**config.mk**
```make
export PLATFORM = sky130hd
export DESIGN_NAME = rgb_to_hsv_converter_top
export DESIGN_NICKNAME = d
export VERILOG_FILES = /design/src/hdl/rhsv_pkg.sv /design/src/hdl/rgb_to_hsv_converter_top.sv
export SDC_FILE = /design/constraint.sdc
export NUM_CORES = 2
export LEC_CHECK = 0
export BUFFER_PORTS_ARGS = -buffer_cell sky130_fd_sc_hd__buf_2
export CORE_UTILIZATION = 40
export DETAILED_ROUTE_END_ITERATION = 16
export SYNTH_ARGS = -nofsm -noshare
export SYNTH_HDL_FRONTEND = slang
export SYNTH_SLANG_ARGS = --single-unit
export TNS_END_PERCENT = 10
```
**constraint.sdc**
```tcl
create_clock -name i_clk -period 7.3 [get_ports i_clk]
set_input_delay 1.095 -clock i_clk [delete_from_list [all_inputs] [get_ports i_clk]]
set_output_delay 1.095 -clock i_clk [all_outputs]
set_load 0.01 [all_outputs]
```
**src/hdl/rhsv_pkg.sv**
```systemverilog
// Package for the RGB to HSV converter: widths, pipeline depth and hue sector codes.
package rhsv_pkg;

    // component width and fraction width of hue and saturation
    localparam int COMP_BITS  = 8;
    localparam int FRAC_BITS  = 16;

    // 6 * delta needs three more bits than a component
    localparam int HDIV_BITS  = COMP_BITS + 3;
    // signed hue numerator before wrap
    localparam int NUM_BITS   = COMP_BITS + 4;
    // saturation dividend delta * (2^FRAC_BITS - 1)
    localparam int SDIV_BITS  = COMP_BITS + FRAC_BITS;

    // one quotient bit per divider stage
    localparam int DIV_STAGES = FRAC_BITS;
    // two front stages, the divider stages and the output register
    localparam int LATENCY    = DIV_STAGES + 3;

    typedef enum logic [1:0] {
        SECT_RED,
        SECT_GREEN,
        SECT_BLUE
    } t_sector;

endpackage

```
**src/hdl/rgb_to_hsv_converter_top.sv**
```systemverilog
// RGB to HSV converter: pipelined max/min, hue numerator and two restoring dividers.
//
//  channel   ports                                    handshake
//  -------   --------------------------------------   ------------------------------
//  request   i_red, i_green, i_blue                   start, accepted when !busy
//  result    o_hue, o_hue_valid, o_saturation,        o_done, one cycle, no stall
//            o_value
//
// One request per clock cycle; busy is always low. Each result passes through one stage for
// max/min and the sector, one for delta, the hue numerator and the saturation dividend,
// sixteen divider stages (one quotient bit each for hue and saturation side by side) and
// the output register.
// Reset clears the valid bits of all stages; data registers carry no reset.
// The receiver cannot stall, so the pipeline never holds.
module rgb_to_hsv_converter_top
    import rhsv_pkg::*;
(
    input  logic                 i_clk,
    input  logic                 i_rst_n,
    input  logic                 start,
    output logic                 busy,
    input  logic [COMP_BITS-1:0] i_red,
    input  logic [COMP_BITS-1:0] i_green,
    input  logic [COMP_BITS-1:0] i_blue,
    output logic                 o_done,
    output logic [FRAC_BITS-1:0] o_hue,
    output logic                 o_hue_valid,
    output logic [FRAC_BITS-1:0] o_saturation,
    output logic [COMP_BITS-1:0] o_value
);

    // stage A: max, min, sector
    logic                 r_a_vld;
    logic [COMP_BITS-1:0] r_a_red, r_a_green, r_a_blue, r_a_mx, r_a_mn;
    t_sector              r_a_sect;
    logic [COMP_BITS-1:0] n_a_mx, n_a_mn;
    t_sector              n_a_sect;

    // stage B: divider operands
    logic                 r_b_vld;
    logic [HDIV_BITS-1:0] r_b_hrem, r_b_d6;
    logic [COMP_BITS-1:0] r_b_srem, r_b_mx;
    logic [FRAC_BITS-1:0] r_b_slo;
    logic                 r_b_chrom;
    logic [HDIV_BITS-1:0] n_b_hrem, n_b_d6;
    logic [COMP_BITS-1:0] n_b_srem;
    logic [FRAC_BITS-1:0] n_b_slo;

    // divider stages
    logic                 r_vld   [DIV_STAGES];
    logic [HDIV_BITS-1:0] r_hrem  [DIV_STAGES];
    logic [HDIV_BITS-1:0] r_d6    [DIV_STAGES];
    logic [FRAC_BITS-1:0] r_hq    [DIV_STAGES];
    logic [COMP_BITS-1:0] r_srem  [DIV_STAGES];
    logic [COMP_BITS-1:0] r_mx    [DIV_STAGES];
    logic [FRAC_BITS-1:0] r_slo   [DIV_STAGES];
    logic [FRAC_BITS-1:0] r_sq    [DIV_STAGES];
    logic                 r_chrom [DIV_STAGES];
    logic [HDIV_BITS-1:0] n_hrem  [DIV_STAGES];
    logic [FRAC_BITS-1:0] n_hq    [DIV_STAGES];
    logic [COMP_BITS-1:0] n_srem  [DIV_STAGES];
    logic [FRAC_BITS-1:0] n_slo   [DIV_STAGES];
    logic [FRAC_BITS-1:0] n_sq    [DIV_STAGES];

    // output register
    logic                 r_o_done;
    logic [FRAC_BITS-1:0] r_o_hue, r_o_sat;
    logic                 r_o_hvalid;
    logic [COMP_BITS-1:0] r_o_value;

    logic                 accept;

    assign busy   = 1'b0;
    assign accept = start && !busy;

    // stage A: red wins ties over green, green over blue
    always_comb begin
        n_a_mx = i_red;
        n_a_mn = i_red;
        if (i_green > n_a_mx) n_a_mx = i_green;
        if (i_blue  > n_a_mx) n_a_mx = i_blue;
        if (i_green < n_a_mn) n_a_mn = i_green;
        if (i_blue  < n_a_mn) n_a_mn = i_blue;
        priority if (i_red >= i_green && i_red >= i_blue) begin
            n_a_sect = SECT_RED;
        end else if (i_green >= i_blue) begin
            n_a_sect = SECT_GREEN;
        end else begin
            n_a_sect = SECT_BLUE;
        end
    end

    // stage B: delta, wrapped hue numerator, saturation dividend
    always_comb begin
        logic [COMP_BITS-1:0]       delta;
        logic signed [NUM_BITS-1:0] ext_r, ext_g, ext_b, ext_d, ext_d6, num;
        logic [SDIV_BITS-1:0]       sdiv;
        delta  = r_a_mx - r_a_mn;
        n_b_d6 = HDIV_BITS'({delta, 2'b00}) + HDIV_BITS'({delta, 1'b0});
        ext_r  = $signed({{(NUM_BITS-COMP_BITS){1'b0}}, r_a_red});
        ext_g  = $signed({{(NUM_BITS-COMP_BITS){1'b0}}, r_a_green});
        ext_b  = $signed({{(NUM_BITS-COMP_BITS){1'b0}}, r_a_blue});
        ext_d  = $signed({{(NUM_BITS-COMP_BITS){1'b0}}, delta});
        ext_d6 = $signed({{(NUM_BITS-HDIV_BITS){1'b0}}, n_b_d6});
        unique case (r_a_sect)
            SECT_RED:   num = ext_g - ext_b;
            SECT_GREEN: num = (ext_d <<< 1) + ext_b - ext_r;
            SECT_BLUE:  num = (ext_d <<< 2) + ext_r - ext_g;
            default:    num = '0;
        endcase
        // wrap a negative hue by one full turn
        if (num[NUM_BITS-1]) num = num + ext_d6;
        n_b_hrem = num[HDIV_BITS-1:0];
        sdiv     = {delta, {FRAC_BITS{1'b0}}} - SDIV_BITS'(delta);
        n_b_srem = sdiv[SDIV_BITS-1:FRAC_BITS];
        n_b_slo  = sdiv[FRAC_BITS-1:0];
    end

    // restoring division, one quotient bit per stage for hue and saturation
    always_comb begin
        logic [HDIV_BITS-1:0] s_hrem, s_d6;
        logic [FRAC_BITS-1:0] s_hq, s_slo, s_sq;
        logic [COMP_BITS-1:0] s_srem, s_mx;
        logic [HDIV_BITS:0]   ht;
        logic [COMP_BITS:0]   st;
        logic                 hbit, sbit;
        for (int k = 0; k < DIV_STAGES; k++) begin
            if (k == 0) begin
                s_hrem = r_b_hrem;
                s_d6   = r_b_d6;
                s_hq   = '0;
                s_srem = r_b_srem;
                s_mx   = r_b_mx;
                s_slo  = r_b_slo;
                s_sq   = '0;
            end else begin
                s_hrem = r_hrem[k-1];
                s_d6   = r_d6[k-1];
                s_hq   = r_hq[k-1];
                s_srem = r_srem[k-1];
                s_mx   = r_mx[k-1];
                s_slo  = r_slo[k-1];
                s_sq   = r_sq[k-1];
            end
            ht   = {s_hrem, 1'b0};
            hbit = (ht >= {1'b0, s_d6});
            if (hbit) begin
                n_hrem[k] = HDIV_BITS'(ht - {1'b0, s_d6});
            end else begin
                n_hrem[k] = ht[HDIV_BITS-1:0];
            end
            n_hq[k] = {s_hq[FRAC_BITS-2:0], hbit};

            st   = {s_srem, s_slo[FRAC_BITS-1]};
            sbit = (st >= {1'b0, s_mx});
            if (sbit) begin
                n_srem[k] = COMP_BITS'(st - {1'b0, s_mx});
            end else begin
                n_srem[k] = st[COMP_BITS-1:0];
            end
            n_slo[k] = {s_slo[FRAC_BITS-2:0], 1'b0};
            n_sq[k]  = {s_sq[FRAC_BITS-2:0], sbit};
        end
    end

    // valid bits
    always_ff @(posedge i_clk) begin
        if (!i_rst_n) begin
            r_a_vld  <= 1'b0;
            r_b_vld  <= 1'b0;
            r_o_done <= 1'b0;
            for (int k = 0; k < DIV_STAGES; k++) r_vld[k] <= 1'b0;
        end else begin
            r_a_vld  <= accept;
            r_b_vld  <= r_a_vld;
            r_vld[0] <= r_b_vld;
            for (int k = 1; k < DIV_STAGES; k++) r_vld[k] <= r_vld[k-1];
            r_o_done <= r_vld[DIV_STAGES-1];
        end
    end

    // data path
    always_ff @(posedge i_clk) begin
        r_a_red   <= i_red;
        r_a_green <= i_green;
        r_a_blue  <= i_blue;
        r_a_mx    <= n_a_mx;
        r_a_mn    <= n_a_mn;
        r_a_sect  <= n_a_sect;

        r_b_hrem  <= n_b_hrem;
        r_b_d6    <= n_b_d6;
        r_b_srem  <= n_b_srem;
        r_b_slo   <= n_b_slo;
        r_b_mx    <= r_a_mx;
        r_b_chrom <= (r_a_mx != r_a_mn);

        for (int k = 0; k < DIV_STAGES; k++) begin
            r_hrem[k] <= n_hrem[k];
            r_hq[k]   <= n_hq[k];
            r_srem[k] <= n_srem[k];
            r_slo[k]  <= n_slo[k];
            r_sq[k]   <= n_sq[k];
        end
        r_d6[0]    <= r_b_d6;
        r_mx[0]    <= r_b_mx;
        r_chrom[0] <= r_b_chrom;
        for (int k = 1; k < DIV_STAGES; k++) begin
            r_d6[k]    <= r_d6[k-1];
            r_mx[k]    <= r_mx[k-1];
            r_chrom[k] <= r_chrom[k-1];
        end

        // drop the quotients of an achromatic pixel
        r_o_hvalid <= r_chrom[DIV_STAGES-1];
        r_o_hue    <= r_chrom[DIV_STAGES-1] ? r_hq[DIV_STAGES-1] : '0;
        r_o_sat    <= r_chrom[DIV_STAGES-1] ? r_sq[DIV_STAGES-1] : '0;
        r_o_value  <= r_mx[DIV_STAGES-1];
    end

    assign o_done       = r_o_done;
    assign o_hue        = r_o_hue;
    assign o_hue_valid  = r_o_hvalid;
    assign o_saturation = r_o_sat;
    assign o_value      = r_o_value;

`ifndef SYNTHESIS
    a_latency : assert property (@(posedge i_clk) disable iff (!i_rst_n)
        accept |-> ##(LATENCY) o_done)
        else $error("request did not produce a result after the pipeline latency");

    a_no_ghost : assert property (@(posedge i_clk) disable iff (!i_rst_n)
        o_done |-> $past(accept, LATENCY))
        else $error("result without a matching request");

    a_achrom : assert property (@(posedge i_clk) disable iff (!i_rst_n)
        (o_done && !o_hue_valid) |-> (o_hue == '0 && o_saturation == '0))
        else $error("achromatic result with nonzero hue or saturation");

    a_chrom_value : assert property (@(posedge i_clk) disable iff (!i_rst_n)
        (o_done && o_hue_valid) |-> (o_value != '0 && o_saturation != '0))
        else $error("chromatic result with zero value or saturation");
`endif

endmodule
```
==> flow_summary.json <==
{
  "first_global_vias": 25400,
  "hp-class": "register to register",
  "core_region_area_um2": 102000,
  "syn_avg_cell_area_um2": 11.0,
  "drt_iter0_markers": 856,
  "total_die_area_um2": 105000,
  "synth-main-ff-cell": "dfxtp_1",
  "routed_wl_um": 69900,
  "root_buffer": "clkbuf_16",
  "layout.filler_cells": 9631,
  "fp.dieW_um": 324,
  "clock_latency_ns": 0.68,
  "timing.clock.skew_ns": 0.0259,
  "layout.cells.most_common_list": "dfxtp_1, inv_1, ha_1",
  "design.portCount": 70,
  "final_layout_size_suffix_gt1_share_pct": 12.6,
  "critical_path_arrival_ns": 6.03,
  "place.port_buffers": 68,
  "cap_violations": 0,
  "met3_usage_pct": 2.52,
  "min_path_cells": 0,
  "gr-total-overflow": 0,
  "drc_errors": 0,
  "htree_num_levels": 3,
  "critPathBufInv": 3,
  "crit-reg2reg-capture": "r_b_hrem[10]",
  "hold_path.startpoint": "r_slo[0][98]",
  "worst-r2r-cell-count": 23,
  "synth-seq-area-share_pct": 52.1,
  "cts_buffers": 110,
  "all_layer_gr_usage_pct": 13.7,
  "cts_max_path_buffers": 3,
  "setup_violations": 0,
  "synth.distinct_cells": 66,
  "grt_setup_unrepaired": "false",
  "nNetsFinal": 4381,
  "finalHoldViolations": 0,
  "mostFrequentLayoutCell": "dfxtp_1",
  "cpMaxStageDelayCell": "fa_1",
  "postCtsSetupRepairBufs": 0,
  "asyncSetResetFlopFracSynth_pct": 0,
  "cp_delay_by_family_top": "adder cells",
  "postSynthRegisterBits": 1077,
  "initial_core_util_pct": 40.5,
  "max_freq_ghz": 0.182,
  "critical_path.startpoint_type": "register",
  "number_of_antenna_violations_at_the_first_check_in_global_routing": 0,
  "worst_setup_path_end_kind": "register",
  "yosysWarningCount": 0,
  "finalCritPeriodShare_pct": 75.4,
  "netlist_instances": 3757,
  "wl_per_cell_um": 13.0,
  "mappedNetlistArea_um2": 41400,
  "worst_slew_margin_rel_pct": 35.0,
  "wire_length_of_the_first_global_routing_pass_um": 119000,
  "worstHoldEndpoint": "r_slo[0][114]",
  "flow.area_growth_from_synthesis_pct": 14.1,
  "post_drt_antenna_nets": 0,
  "cts.reportedPaths.clkPinSlew_ns": 0.06,
  "via_count": 24600,
  "antenna_cells": 0,
  "fp-row-count": 117,
  "cp_cell_sequence": "inv_1, ha_1, fa_1, xnor2_1, inv_1, fa_1, inv_1, ha_1, a21o_1, a211oi_1, nor2_1, nor2_1, xnor2_1, mux2i_1, o22ai_1, ha_1, or2_2, o31ai_1, a21oi_1, mux2i_1, nor4_2, xnor2_1, o22ai_1",
  "timing.critical_path.required_ns": 7.83,
  "drt-vias-per-instance": 4.57,
  "cts.repair.resized": 0,
  "ctsHoldBuffers": 0,
  "path_max_fanout": 6,
  "dp_hpwl_um": 53000,
  "drt_first_pass_iters": 4,
  "r2r-start": "r_a_mx[0]",
  "gp_routability_congestion": 0.823,
  "gr_layer_usage_met2_pct": 25.9,
  "final_max_slew_viol_count": 0,
  "regToRegSetupSlack_ns": 1.80,
  "grt_most_used_layer": "met2",
  "max_slew.worst_pin.slew_ns": 0.973,
  "post_synth_edffs": 0,
  "grt_start_max_net_pins": 34,
  "status": "finished, final reports clean",
  "cpPeakStageDelay_ns": 0.56,
  "clock-sinks": 1077,
  "final.setup.tns_ns": 0,
  "syn-num-nets": 4226,
  "tritoncts_clock_tree": "built",
  "die_ht_um": 324,
  "critical_path_class": "register to register",
  "post-route-min-period_ns": 5.50,
  "fraction_of_met1_tracks_used_by_global_routing_pct": 15.2
}
[worst register-to-register path: stages (launching register included)]
cell,delay (ns)
dfxtp_1,0.32
inv_1,0.04
ha_1,0.21
fa_1,0.40
xnor2_1,0.54
inv_1,0.33
fa_1,0.56
inv_1,0.04
ha_1,0.32
a21o_1,0.21
a211oi_1,0.24
nor2_1,0.10
nor2_1,0.12
xnor2_1,0.12
mux2i_1,0.09
o22ai_1,0.22
ha_1,0.29
or2_2,0.29
o31ai_1,0.07
a21oi_1,0.13
mux2i_1,0.18
nor4_2,0.29
xnor2_1,0.15
o22ai_1,0.09
[sequential cells by signal, indices dropped and copies added (netlist names), 90 cells and up]
| name | flops |
|---|---|
| r_hrem | 150 |
| r_d6 | 148 |
| r_hq | 136 |
| r_sq | 136 |
| r_mx | 128 |
| r_srem | 120 |
| r_slo | 90 |
[metrics by stage]
stage                     instances  cell area [µm²]  utilization [%]  worst slack [ns]  hold slack, ns
final                          5373            47200             46.2              1.80           0.313
after global routing           5373            47200             46.2              1.30           0.313
after CTS                      5373            47200             46.2              1.73           0.308
after detailed placement       5168            43300             42.4              1.73           0.312
after global placement         5168            43300             42.4              1.82           0.310
after floorplan                3757            41400                -              2.33           0.310
[worst max path at each step]
stage / startpoint / endpoint / slack [ns] / cells past startpoint
floorplan: r_a_mx[0] / r_b_hrem[10] / 2.33 / 23
global placement: r_a_mx[0] / r_b_hrem[10] / 1.82 / 23
detailed placement: r_a_mx[0] / r_b_hrem[10] / 1.73 / 23
CTS: r_a_mx[0] / r_b_hrem[10] / 1.73 / 23
global route: r_a_mx[0] / r_b_hrem[10] / 1.30 / 23
finish: r_a_mx[0] / r_b_hrem[10] / 1.80 / 23
[logic make-up after synthesis]
| group | after synthesis | share of synthesized area [%] |
|---|---|---|
| AO/OA/AOI/OAI | 588 | 9.27 |
| AND/OR/NAND/NOR | 659 | 8.53 |
| buffers and inverters | 541 | 4.99 |
| multiplexers | 263 | 6.89 |
| other | 1 | 0.00906 |
| adder cells (fa/ha/maj) | 442 | 14.3 |
| flip-flops | 1077 | 52.1 |
| XOR/XNOR | 186 | 3.96 |
[Yosys cell counts (all sizes together) (18+ instances only)]
cell	count	area (µm²)
fa	49	981
dfxtp	1077	21600
nor2b	78	488
inv	512	1920
o22ai	34	219
nand2b	74	463
nand4	70	438
a21oi	132	676
a211oi	20	150
nor2	237	1100
o21ai	153	777
ha	393	4920
a21o	81	608
nand2	82	308
buf	18	101
xnor2	143	1260
and2	54	338
xor2	43	377
mux2i	89	891
mux2	174	1960
or2	18	113
o21a	66	512
a21boi	30	225
[routing by layer]
layer,vias to the layer above,share of wire (%)
li1,12800,-
met1,11400,43
met2,252,51
met3,124,3.2
met4,0,2.6
met5,-,0
[final cells by class]
class	count	area [µm²]	area share (%)
clock inverter	52	641	1.36
timing repair buffer	72	370	0.785
tap	1368	1710	3.63
inverter	512	1920	4.07
multi-input combinational	2139	17800	37.6
clock buffer	153	3250	6.88
sequential	1077	21600	45.7
Power is left out: the tool's default activity adds up to more than one toggle a clock period on the data nets, which glitch-free logic cannot reach.
